`src/design/aes_cbc_pkg.sv`:
```
// Package: AES constants, S-box functions and controller command/status types
`timescale 1ns / 1ps
package aes_cbc_pkg;

	localparam logic [2:0] IDX_KEY0 = 3'd0;
	localparam logic [2:0] IDX_KEY1 = 3'd1;
	localparam logic [2:0] IDX_KEY2 = 3'd2;
	localparam logic [2:0] IDX_KEY3 = 3'd3;
	localparam logic [2:0] IDX_IVU  = 3'd4;
	localparam logic [2:0] IDX_IVL  = 3'd5;
	localparam logic [2:0] IDX_KSZ  = 3'd6;
	localparam logic [2:0] IDX_DIR  = 3'd7;
	localparam logic [7:0] GF_POLY  = 8'h1b;

	// controller -> datapath commands
	typedef struct packed {
		logic       exp_start;  // load key schedule registers
		logic       exp_step;   // produce one expanded key word
		logic       blk_load;   // capture input word, apply first round key
		logic       rnd_step;   // run one round
		logic       rnd_last;   // this round skips the mix step
		logic       out_load;   // write result register and chaining value
		logic [3:0] rk_addr;    // round key read address (round index)
	} dp_cmd_t;

	// datapath -> controller status
	typedef struct packed {
		logic exp_done;
		logic [3:0] nr;
	} dp_stat_t;

	function automatic logic [7:0] xtime(input logic [7:0] a);
		xtime = {a[6:0], 1'b0} ^ (a[7] ? GF_POLY : 8'h00);
	endfunction

	function automatic logic [7:0] sbox(input logic [7:0] a);
		logic [7:0] t [256];
		t = '{
		8'h63,8'h7c,8'h77,8'h7b,8'hf2,8'h6b,8'h6f,8'hc5,8'h30,8'h01,8'h67,8'h2b,8'hfe,8'hd7,8'hab,8'h76,
		8'hca,8'h82,8'hc9,8'h7d,8'hfa,8'h59,8'h47,8'hf0,8'had,8'hd4,8'ha2,8'haf,8'h9c,8'ha4,8'h72,8'hc0,
		8'hb7,8'hfd,8'h93,8'h26,8'h36,8'h3f,8'hf7,8'hcc,8'h34,8'ha5,8'he5,8'hf1,8'h71,8'hd8,8'h31,8'h15,
		8'h04,8'hc7,8'h23,8'hc3,8'h18,8'h96,8'h05,8'h9a,8'h07,8'h12,8'h80,8'he2,8'heb,8'h27,8'hb2,8'h75,
		8'h09,8'h83,8'h2c,8'h1a,8'h1b,8'h6e,8'h5a,8'ha0,8'h52,8'h3b,8'hd6,8'hb3,8'h29,8'he3,8'h2f,8'h84,
		8'h53,8'hd1,8'h00,8'hed,8'h20,8'hfc,8'hb1,8'h5b,8'h6a,8'hcb,8'hbe,8'h39,8'h4a,8'h4c,8'h58,8'hcf,
		8'hd0,8'hef,8'haa,8'hfb,8'h43,8'h4d,8'h33,8'h85,8'h45,8'hf9,8'h02,8'h7f,8'h50,8'h3c,8'h9f,8'ha8,
		8'h51,8'ha3,8'h40,8'h8f,8'h92,8'h9d,8'h38,8'hf5,8'hbc,8'hb6,8'hda,8'h21,8'h10,8'hff,8'hf3,8'hd2,
		8'hcd,8'h0c,8'h13,8'hec,8'h5f,8'h97,8'h44,8'h17,8'hc4,8'ha7,8'h7e,8'h3d,8'h64,8'h5d,8'h19,8'h73,
		8'h60,8'h81,8'h4f,8'hdc,8'h22,8'h2a,8'h90,8'h88,8'h46,8'hee,8'hb8,8'h14,8'hde,8'h5e,8'h0b,8'hdb,
		8'he0,8'h32,8'h3a,8'h0a,8'h49,8'h06,8'h24,8'h5c,8'hc2,8'hd3,8'hac,8'h62,8'h91,8'h95,8'he4,8'h79,
		8'he7,8'hc8,8'h37,8'h6d,8'h8d,8'hd5,8'h4e,8'ha9,8'h6c,8'h56,8'hf4,8'hea,8'h65,8'h7a,8'hae,8'h08,
		8'hba,8'h78,8'h25,8'h2e,8'h1c,8'ha6,8'hb4,8'hc6,8'he8,8'hdd,8'h74,8'h1f,8'h4b,8'hbd,8'h8b,8'h8a,
		8'h70,8'h3e,8'hb5,8'h66,8'h48,8'h03,8'hf6,8'h0e,8'h61,8'h35,8'h57,8'hb9,8'h86,8'hc1,8'h1d,8'h9e,
		8'he1,8'hf8,8'h98,8'h11,8'h69,8'hd9,8'h8e,8'h94,8'h9b,8'h1e,8'h87,8'he9,8'hce,8'h55,8'h28,8'hdf,
		8'h8c,8'ha1,8'h89,8'h0d,8'hbf,8'he6,8'h42,8'h68,8'h41,8'h99,8'h2d,8'h0f,8'hb0,8'h54,8'hbb,8'h16};
		sbox = t[a];
	endfunction

	function automatic logic [7:0] inv_sbox(input logic [7:0] a);
		logic [7:0] t [256];
		t = '{
		8'h52,8'h09,8'h6a,8'hd5,8'h30,8'h36,8'ha5,8'h38,8'hbf,8'h40,8'ha3,8'h9e,8'h81,8'hf3,8'hd7,8'hfb,
		8'h7c,8'he3,8'h39,8'h82,8'h9b,8'h2f,8'hff,8'h87,8'h34,8'h8e,8'h43,8'h44,8'hc4,8'hde,8'he9,8'hcb,
		8'h54,8'h7b,8'h94,8'h32,8'ha6,8'hc2,8'h23,8'h3d,8'hee,8'h4c,8'h95,8'h0b,8'h42,8'hfa,8'hc3,8'h4e,
		8'h08,8'h2e,8'ha1,8'h66,8'h28,8'hd9,8'h24,8'hb2,8'h76,8'h5b,8'ha2,8'h49,8'h6d,8'h8b,8'hd1,8'h25,
		8'h72,8'hf8,8'hf6,8'h64,8'h86,8'h68,8'h98,8'h16,8'hd4,8'ha4,8'h5c,8'hcc,8'h5d,8'h65,8'hb6,8'h92,
		8'h6c,8'h70,8'h48,8'h50,8'hfd,8'hed,8'hb9,8'hda,8'h5e,8'h15,8'h46,8'h57,8'ha7,8'h8d,8'h9d,8'h84,
		8'h90,8'hd8,8'hab,8'h00,8'h8c,8'hbc,8'hd3,8'h0a,8'hf7,8'he4,8'h58,8'h05,8'hb8,8'hb3,8'h45,8'h06,
		8'hd0,8'h2c,8'h1e,8'h8f,8'hca,8'h3f,8'h0f,8'h02,8'hc1,8'haf,8'hbd,8'h03,8'h01,8'h13,8'h8a,8'h6b,
		8'h3a,8'h91,8'h11,8'h41,8'h4f,8'h67,8'hdc,8'hea,8'h97,8'hf2,8'hcf,8'hce,8'hf0,8'hb4,8'he6,8'h73,
		8'h96,8'hac,8'h74,8'h22,8'he7,8'had,8'h35,8'h85,8'he2,8'hf9,8'h37,8'he8,8'h1c,8'h75,8'hdf,8'h6e,
		8'h47,8'hf1,8'h1a,8'h71,8'h1d,8'h29,8'hc5,8'h89,8'h6f,8'hb7,8'h62,8'h0e,8'haa,8'h18,8'hbe,8'h1b,
		8'hfc,8'h56,8'h3e,8'h4b,8'hc6,8'hd2,8'h79,8'h20,8'h9a,8'hdb,8'hc0,8'hfe,8'h78,8'hcd,8'h5a,8'hf4,
		8'h1f,8'hdd,8'ha8,8'h33,8'h88,8'h07,8'hc7,8'h31,8'hb1,8'h12,8'h10,8'h59,8'h27,8'h80,8'hec,8'h5f,
		8'h60,8'h51,8'h7f,8'ha9,8'h19,8'hb5,8'h4a,8'h0d,8'h2d,8'he5,8'h7a,8'h9f,8'h93,8'hc9,8'h9c,8'hef,
		8'ha0,8'he0,8'h3b,8'h4d,8'hae,8'h2a,8'hf5,8'hb0,8'hc8,8'heb,8'hbb,8'h3c,8'h83,8'h53,8'h99,8'h61,
		8'h17,8'h2b,8'h04,8'h7e,8'hba,8'h77,8'hd6,8'h26,8'he1,8'h69,8'h14,8'h63,8'h55,8'h21,8'h0c,8'h7d};
		inv_sbox = t[a];
	endfunction

	// forward mix of one column (rows 0..3 in bytes 31:24 .. 7:0)
	function automatic logic [31:0] mix_col(input logic [31:0] c);
		logic [7:0] a0, a1, a2, a3;
		a0 = c[31:24]; a1 = c[23:16]; a2 = c[15:8]; a3 = c[7:0];
		mix_col = {xtime(a0) ^ xtime(a1) ^ a1 ^ a2 ^ a3,
			a0 ^ xtime(a1) ^ xtime(a2) ^ a2 ^ a3,
			a0 ^ a1 ^ xtime(a2) ^ xtime(a3) ^ a3,
			xtime(a0) ^ a0 ^ a1 ^ a2 ^ xtime(a3)};
	endfunction

	// inverse mix: premultiply by {5,0,4,0}-style reduction then forward mix
	function automatic logic [31:0] inv_mix_col(input logic [31:0] c);
		logic [7:0] a0, a1, a2, a3, u, v;
		a0 = c[31:24]; a1 = c[23:16]; a2 = c[15:8]; a3 = c[7:0];
		u = xtime(xtime(a0 ^ a2));
		v = xtime(xtime(a1 ^ a3));
		inv_mix_col = mix_col({a0 ^ u, a1 ^ v, a2 ^ u, a3 ^ v});
	endfunction

	function automatic logic [31:0] sub_word(input logic [31:0] w);
		sub_word = {sbox(w[31:24]), sbox(w[23:16]), sbox(w[15:8]), sbox(w[7:0])};
	endfunction

endpackage

```
`src/design/aes_cbc_ctrl.sv`:
```
// Controller: sequences key expansion, rounds and result handoff
`timescale 1ns / 1ps
module aes_cbc_ctrl
	import aes_cbc_pkg::*;
(
	input  logic     clk,
	input  logic     arst_n,
	input  logic     cfg_we,
	input  logic     in_valid,
	output logic     in_stall,
	output logic     out_valid,
	input  logic     out_stall,
	input  logic     dir,
	input  dp_stat_t stat,
	output dp_cmd_t  cmd
);

	localparam logic [2:0] ST_IDLE   = 3'd0;
	localparam logic [2:0] ST_EXPINI = 3'd1;
	localparam logic [2:0] ST_EXPAND = 3'd2;
	localparam logic [2:0] ST_LOAD   = 3'd3;
	localparam logic [2:0] ST_ROUND  = 3'd4;
	localparam logic [2:0] ST_DONE   = 3'd5;

	logic [2:0] state_q;
	logic       keys_ready_q;
	logic [3:0] rnd_q;
	logic [3:0] rnd_nx;
	logic       ov_q;
	logic       take;

	// input taken only in the load state (keys valid) and with the result slot free or leaving
	assign take     = (state_q == ST_LOAD) && in_valid && (!ov_q || !out_stall);
	assign in_stall = !take;
	assign out_valid = ov_q;
	assign rnd_nx   = rnd_q + 4'd1;

	// round 0 is the initial key add; key for round rnd_q+1 is fetched ahead
	always_comb begin
		cmd = '0;
		cmd.exp_start = (state_q == ST_EXPINI);
		cmd.exp_step  = (state_q == ST_EXPAND);
		cmd.blk_load  = take;
		cmd.rnd_step  = (state_q == ST_ROUND) && (rnd_q != 4'd0);
		cmd.rnd_last  = (state_q == ST_ROUND) && (rnd_q == stat.nr);
		cmd.out_load  = (state_q == ST_DONE) && (!ov_q || !out_stall);
		if (state_q == ST_LOAD)
			cmd.rk_addr = dir ? stat.nr : 4'd0;
		else if (state_q == ST_ROUND && rnd_q < stat.nr)
			cmd.rk_addr = dir ? stat.nr - rnd_nx : rnd_nx;
		else
			cmd.rk_addr = 4'd0;
	end

	always_ff @(posedge clk or negedge arst_n) begin
		if (!arst_n) begin
			state_q      <= ST_IDLE;
			keys_ready_q <= 1'b0;
			rnd_q        <= '0;
			ov_q         <= 1'b0;
		end else begin
			// result slot: filled from the done state, emptied when taken
			if (cmd.out_load)
				ov_q <= 1'b1;
			else if (ov_q && !out_stall)
				ov_q <= 1'b0;
			// any register write invalidates the round key store
			if (cfg_we)
				keys_ready_q <= 1'b0;
			else if (state_q == ST_EXPAND && stat.exp_done)
				keys_ready_q <= 1'b1;
			unique case (state_q)
				ST_IDLE: begin
					if (in_valid && !cfg_we)
						state_q <= keys_ready_q ? ST_LOAD : ST_EXPINI;
				end
				ST_EXPINI: state_q <= ST_EXPAND;
				ST_EXPAND: begin
					if (stat.exp_done)
						state_q <= ST_LOAD;
				end
				ST_LOAD: begin
					if (take) begin
						rnd_q   <= 4'd0;
						state_q <= ST_ROUND;
					end
				end
				ST_ROUND: begin
					rnd_q <= rnd_nx;
					if (rnd_q == stat.nr)
						state_q <= ST_DONE;
				end
				ST_DONE: begin
					if (cmd.out_load)
						state_q <= ST_IDLE;
				end
				default: state_q <= ST_IDLE;
			endcase
		end
	end

endmodule

```
`config.mk`:
```
export PLATFORM = sky130hd
export DESIGN_NAME = aes_cbc_ctrl
export DESIGN_NICKNAME = d
export VERILOG_FILES = /design/src/design/aes_cbc_pkg.sv /design/src/design/aes_cbc_ctrl.sv
export SDC_FILE = /design/constraint.sdc
export NUM_CORES = 1
export LEC_CHECK = 0
export BUFFER_PORTS_ARGS = -buffer_cell sky130_fd_sc_hd__buf_2
export CORE_UTILIZATION = 50
export DETAILED_ROUTE_END_ITERATION = 10
export GPL_TIMING_DRIVEN = 0
export PLACE_DENSITY = 0.8
export SLEW_MARGIN = 20
export SYNTH_ARGS = -nofsm -noshare
export SYNTH_HDL_FRONTEND = slang
export SYNTH_SLANG_ARGS = --single-unit
```
`constraint.sdc`:
```
create_clock -name clk -period 2.7 [get_ports clk]
set_input_delay 0 -clock clk [delete_from_list [all_inputs] [get_ports clk]]
set_output_delay 0 -clock clk [all_outputs]
set_load 0.005 [all_outputs]
```
==> impl_metrics.env, run 1 <==
export IMPL_ff_latch_area_um2=226
export IMPL_start_util_pct=54.3
export IMPL_seq_power_share_pct=23.8
export IMPL_synth_top_area_cell="dfrtp_1"
export IMPL_synth_simple_area_share_pct=19.7
export IMPL_dpl_hpwl_um=1550
export IMPL_ys_top_cells_by_count="inv_1, dfrtp_1, nand2_1"
export IMPL_min_to="keys_ready_q"
export IMPL_wl_met1_um=864
export IMPL_crit_chain="inv_1 > ha_4 > inv_1 > ha_1 > nor2b_1 > a2111o_1 > a32oi_1 > xnor2_1 > a32o_1 > buf_2"
export IMPL_core_um2=1540
export IMPL_fmax_mhz=393
export IMPL_synth_ff_type="dfrtp_1"
export IMPL_clk_latency_ns=0.25
export IMPL_intPower_w=0.000572
export IMPL_hold_start="stat[4]"
export IMPL_synth_adder_area_share_pct=14.3
export IMPL_multi_input_area_um2=558
export IMPL_cp_common_cell="inv_1"
export IMPL_crit_arrival_ns=2.54
export IMPL_yosys_top_cells_area="dfrtp_1, ha_1, inv_1"
export IMPL_cts_sinks=9
export IMPL_wirelength_um=1970
export IMPL_drc=0
export IMPL_critPathMaxFanout=6
export IMPL_min_period_ns=2.54
export IMPL_synth_edff_count=0
export IMPL_cp_slowest_cell="dfrtp_2"
export IMPL_status="finished clean"
export IMPL_avgViaCountPerCell=5.57
export IMPL_clkPwrFrac_pct=9.9
export IMPL_p_comb_share_pct=66.3
export IMPL_crit_path_end_kind="primary output"
export IMPL_synth_compound_area_share_pct=23.2
export IMPL_io_buffers=22
export IMPL_finalCritPeriodShare_pct=94.1
export IMPL_synth_cells=101
export IMPL_diodes=0
export IMPL_holdPathStages=3
export IMPL_vias=813
export IMPL_synth_xor_area_share_pct=5.23
export IMPL_ff2ff_path_depth=6
export IMPL_synth_distinct_cells=33
export IMPL_drv_cap=0
export IMPL_cts_tree="done"
export IMPL_async_flop_share_pct=100
export IMPL_die_w_um=42.9
export IMPL_drt_pass1_iterations=4
export IMPL_wl_per_cell_um=13.5
export IMPL_gp_congestion=0.858
export IMPL_crit_required_ns=2.70
export IMPL_syn2layout_area_growth_pct=23.6
export IMPL_fp_dieH_um=42.9
export IMPL_synth_top_cell_area_share_pct=26.9
export IMPL_fillCellCount=128
export IMPL_tightestPinTransition_ns=0.573
export IMPL_hp_class="input pin to flip-flop"
export IMPL_cts_reportedPaths_clkPinSlew_ns=0.06
export IMPL_met3_length_um=62
export IMPL_antenna_found_initial=0
export IMPL_syn_avg_cell_area_um2=8.29
export IMPL_max_stage_delay_ns=0.41
export IMPL_htreeDepth=1
export IMPL_synth_area_um2=837
export IMPL_yosys_register_bits=9
export IMPL_relSlewSlack_pct=61.5
export IMPL_overflow=0
export IMPL_rrSetupSlack_ns=0.55
export IMPL_finalSetupViolations=0
export IMPL_cts_root_buf="clkbuf_4"
export IMPL_peakVddDrop_v=0.000694
export IMPL_p_leak_nw=0.521
export IMPL_sw_frac_of_total_pct=44.4
export IMPL_synth_nets=121
export IMPL_setup_ws_ns=0.158
export IMPL_drtAntennaViolNets=0
export IMPL_drive_gt1_share_pct=27.7
export IMPL_grt_max_degree=11
export IMPL_synth_most_common_cell="inv_1"
export IMPL_synth_warnings=0
export IMPL_nNetsFinal=151
export IMPL_start_kind="flip-flop"
export IMPL_yosysSeqAreaShare_pct=26.9
export IMPL_rr_endpoint="state_q[2]"
export IMPL_first_global_vias=731
export IMPL_grt_total_usage_pct=22.9
export IMPL_hold_viol_final=0
export IMPL_path_class="flip-flop to primary output"
export IMPL_p_sw_w=0.000457
export IMPL_timing_hold_ws_ns=0.000801
export IMPL_synth_top_family_by_area="compound AO/OA/AOI/OAI gates"
export IMPL_final_util_pct=67.1
export IMPL_drt_iter0_drc=20
export IMPL_dpl_worst_slack_ns=0.320
export IMPL_dieArea_um2=1840
export IMPL_io_pins=23
export IMPL_stdcell_count=146
export IMPL_synth_mux_area_share_pct=2.69
export IMPL_r2r_start="rnd_q[0]"
export IMPL_power_density_nw_per_um2=994
export IMPL_grt_pass1_wl_um=3130
export IMPL_skew_ns=0.00522
export IMPL_slew_viol_final=0
export IMPL_num_rows=14
export IMPL_place_inst=139
export IMPL_top_layer="met4"
export IMPL_cts_max_path_buffers=2
export IMPL_wl_met2_um=1020
export IMPL_numCtsBuffers=3
[routing by layer]
| layer | vias to the layer above | GRT usage (%) |
|---|---|---|
| met5 | - | 0 |
| met4 | 0 | 14.4 |
| met3 | 2 | 1.70 |
| met2 | 23 | 37.3 |
| met1 | 373 | 29.1 |
| li1 | 415 | - |
[state kept, by name (all words and copies together), names as in the netlist]
register and flops:
rnd_q 4, keys_ready_q 1, out_valid 1, state_q 3
[cell families after synthesis]
kind of cell | Yosys count
AO/OA/AOI/OAI | 28
XOR/XNOR | 5
adder cells (fa/ha/maj) | 9
buffers and inverters | 16
flip-flops | 9
multiplexers | 2
AND/OR/NAND/NOR | 32
[worst max path at each step]
stage | startpoint | endpoint | slack, ns | depth (start not counted)
floorplan | rnd_q[0] | cmd[3] | 0.62 | 9
global placement | rnd_q[0] | cmd[3] | 0.35 | 10
detailed placement | rnd_q[0] | cmd[3] | 0.32 | 10
CTS | rnd_q[0] | cmd[3] | 0.03 | 10
global route | rnd_q[0] | cmd[3] | -0.002 | 10
finish | rnd_q[0] | cmd[3] | 0.16 | 10
[cell type report]
cell class	instances	share of cell area (%)
Timing Repair Buffer	25	13.3
Tap cell	16	1.93
Multi-Input combinational cell	76	53.9
Buffer	4	2.06
Clock buffer	4	2.54
Sequential cell	9	21.9
Inverter	12	4.35
[per-stage QoR]
stage | setup TNS (ns) | cell area, µm² | power [W]
after floorplan | 0 | 837 | 0.000718
after global placement | 0 | 967 | 0.000855
after detailed placement | 0 | 967 | 0.000884
after CTS | 0 | 1010 | 0.000993
after global routing | -0.00154 | 1030 | 0.00115
final | 0 | 1030 | 0.00103
[placed cells by master, fill, tap and decap left out, types with 2 or more instances in the layout]
master          n
dlygate4sd3_1   2
clkbuf_4        3
nor3_1          2
xnor2_1         4
a22oi_1         2
a22o_1          2
mux2_2          2
nor2_1          8
nor2b_1         2
ha_1            7
a21oi_1         6
dfrtp_1         8
inv_1          12
buf_4           2
nand2_1         9
buf_2          24
clkbuf_1        2
nand2b_1        2
nor3b_1         3
a32o_1          2
nand3_1         3
o21ai_0         8
[power by group through the flow]
stage	Combinational, W	Sequential, W	Clock [W]
2_1_floorplan	0.000484	0.000233	0
3_3_place_gp	0.000612	0.000243	0
3_5_place_dp	0.000640	0.000244	0
4_1_cts	0.000646	0.000242	0.000105
5_1_grt	0.000783	0.000251	0.000112
6_report	0.000682	0.000245	0.000102
[critical path, delay by kind of cell, from the launching register on]
family,cells,cell delay (ns)
adders and majority gates,2,0.56
and+or+nand+nor,1,0.15
AOI/OAI and AO/OA,3,0.77
buffers and inverters,3,0.30
DFF,1,0.41
xor gates and xnor gates,1,0.10
[repair_timing]
action | CTS | global route
endpoints found under the hold margin | 10 | 0
hold buffers | 2 | 0
setup buffers | 0 | 1
gates resized for setup | 0 | 2
setup endpoints to repair | 0 | 1
Power figures use the tool's default switching activity.
==> inputs of run 2 (changes only) <==
- CORE_UTILIZATION: 50 -> 34
- PLACE_DENSITY: 0.8 -> 0.66
==> run 2 against run 1 <==
Design area increased by 1.7%. Critical path depth stayed put. Die area grew 45%. Global-route usage decreased by 6.7 points. Largest cell class unchanged. Highest routed layer unchanged.
==> impl_metrics.env, run 2 (same netlist as run 1, synthesis figures left out) <==
export IMPL_postCtsSetupBuffers=0
export IMPL_slew_viol_final=0
export IMPL_dieArea_um2=2660
export IMPL_largestRegisters="rnd_q (4), state_q (3)"
export IMPL_crit_required_ns=2.70
export IMPL_drt_pass1_iterations=4
export IMPL_drv_cap=0
export IMPL_rrSetupSlack_ns=0.52
export IMPL_fillCellCount=228
export IMPL_core_um2=2280
export IMPL_cp_slowest_cell="dfrtp_2"
export IMPL_antenna_found_initial=0
export IMPL_wl_per_cell_um=12.2
export IMPL_cts_reportedPaths_clkPinSlew_ns=0.06
export IMPL_avgViaCountPerCell=5.28
export IMPL_power_density_nw_per_um2=971
export IMPL_crit_arrival_ns=2.58
export IMPL_start_kind="flip-flop"
export IMPL_final_util_pct=46.2
export IMPL_top_register="rnd_q"
export IMPL_drtAntennaViolNets=0
export IMPL_dpl_hpwl_um=1510
export IMPL_cts_sinks=9
export IMPL_path_delay_family="compound AO/OA/AOI/OAI gates"
export IMPL_hp_class="input pin to flip-flop"
export IMPL_drc=0
export IMPL_nNetsFinal=151
export IMPL_overflow=0
export IMPL_final_cell_mix="buf_2, inv_1, nand2_1"
export IMPL_drt_iter0_drc=24
export IMPL_clk_latency_ns=0.26
export IMPL_die_w_um=51.6
export IMPL_finalSetupViolations=0
export IMPL_tightestPinTransition_ns=0.593
export IMPL_grt_pass1_wl_um=3280
export IMPL_crit_chain="inv_1 > ha_4 > inv_1 > ha_1 > nor2b_1 > a2111o_1 > a32oi_1 > xnor2_1 > a32o_1 > buf_2"
export IMPL_num_rows=17
export IMPL_htreeDepth=1
export IMPL_cts_tree="done"
export IMPL_diodes=0
export IMPL_wirelength_um=1920
export IMPL_fmax_mhz=388
export IMPL_peakVddDrop_v=0.000476
export IMPL_rsz0062_at_grt="no"
export IMPL_layout_commonest_cell="buf_2"
export IMPL_finalCritPeriodShare_pct=95.4
export IMPL_io_buffers=22
export IMPL_relSlewSlack_pct=60.1
export IMPL_largest_register_ffs=4
export IMPL_gp_congestion=0.811
export IMPL_cts_max_path_buffers=2
export IMPL_critPathBufInv=3
export IMPL_cp_common_cell="inv_1"
export IMPL_grt_total_usage_pct=16.3
export IMPL_setup_tns_ns=0
export IMPL_p_leak_nw=0.523
export IMPL_hold_viol_final=0
export IMPL_status="finished clean"
export IMPL_grt_max_degree=11
export IMPL_vias=834
export IMPL_path_class="flip-flop to primary output"
export IMPL_drive_gt1_share_pct=26.9
export IMPL_start_util_pct=36.8
export IMPL_critPathMaxFanout=6
export IMPL_syn2layout_area_growth_pct=25.7
export IMPL_stdcell_count=158
export IMPL_numCtsBuffers=3
export IMPL_min_period_ns=2.58
export IMPL_max_stage_delay_ns=0.42
export IMPL_fp_dieH_um=51.6
export IMPL_crit_path_end_kind="primary output"
export IMPL_cts_root_buf="clkbuf_4"
export IMPL_io_pins=23
export IMPL_place_inst=151
export IMPL_skew_ns=0.00545
export IMPL_first_global_vias=798
run 2: through the flow:
step / setup slack [ns] / power, W / cell area [µm²] / hold slack (ns)
6_report: 0.124 / 0.00102 / 1050 / 0.0395
5_1_grt: 0.0208 / 0.00114 / 1050 / 0.0506
4_1_cts: 0.0220 / 0.00100 / 1040 / 0.0344
3_5_place_dp: 0.320 / 0.000887 / 982 / -0.134
3_3_place_gp: 0.362 / 0.000865 / 982 / -0.135
2_1_floorplan: 0.616 / 0.000718 / 837 / -0.296
run 2: cell type report:
class	instances	area [µm²]	area share, %
inverter	12	45.0	4.28
clock buffer	4	26.3	2.50
sequential	9	226	21.5
multi-input combinational	76	558	53.0
tap	28	35.0	3.33
timing repair buffer	25	140	13.3
buffer	4	21.3	2.02
run 2: worst register-to-register path, stage by stage, from the launching register on:
cell	delay, ns
dfrtp_2	0.45
inv_1	0.16
ha_1	0.27
or3b_2	0.50
o211ai_1	0.11
o211a_1	0.24
mux2_2	0.34
run 2: repair_timing:
item | in CTS | in global routing
hold buffers | 3 | 0
endpoints found under the hold margin | 10 | 0
gates resized for setup | 0 | 2
endpoints found under the setup margin | 0 | 1
run 2: where the power goes:
part,total [W],internal [W],switching (W)
Clock,0.000104,0.0000570,0.0000474
Sequential,0.000246,0.000194,0.0000520
Combinational,0.000671,0.000316,0.000356
Total,0.00102,0.000567,0.000455
run 2: worst paths after layout:
path | from | to | cells after the start
worst max-delay path | rnd_q[0] | cmd[3] | 10
worst min-delay path | out_stall | out_valid | 3
worst max register to register | rnd_q[0] | state_q[0] | 6
worst min register to register | rnd_q[0] | rnd_q[0] | 1
max in group asynchronous | arst_n | rnd_q[0] | 2
min in group asynchronous | arst_n | keys_ready_q | 2
run 2: layer usage:
layer  vias up  share of wire [%]  track usage, %
met2        27                 48            31.0
met5         -                  0               0
met1       388                 47            18.0
li1        414                  -               -
met3         5                3.9           0.877
met4         0                1.8            8.11
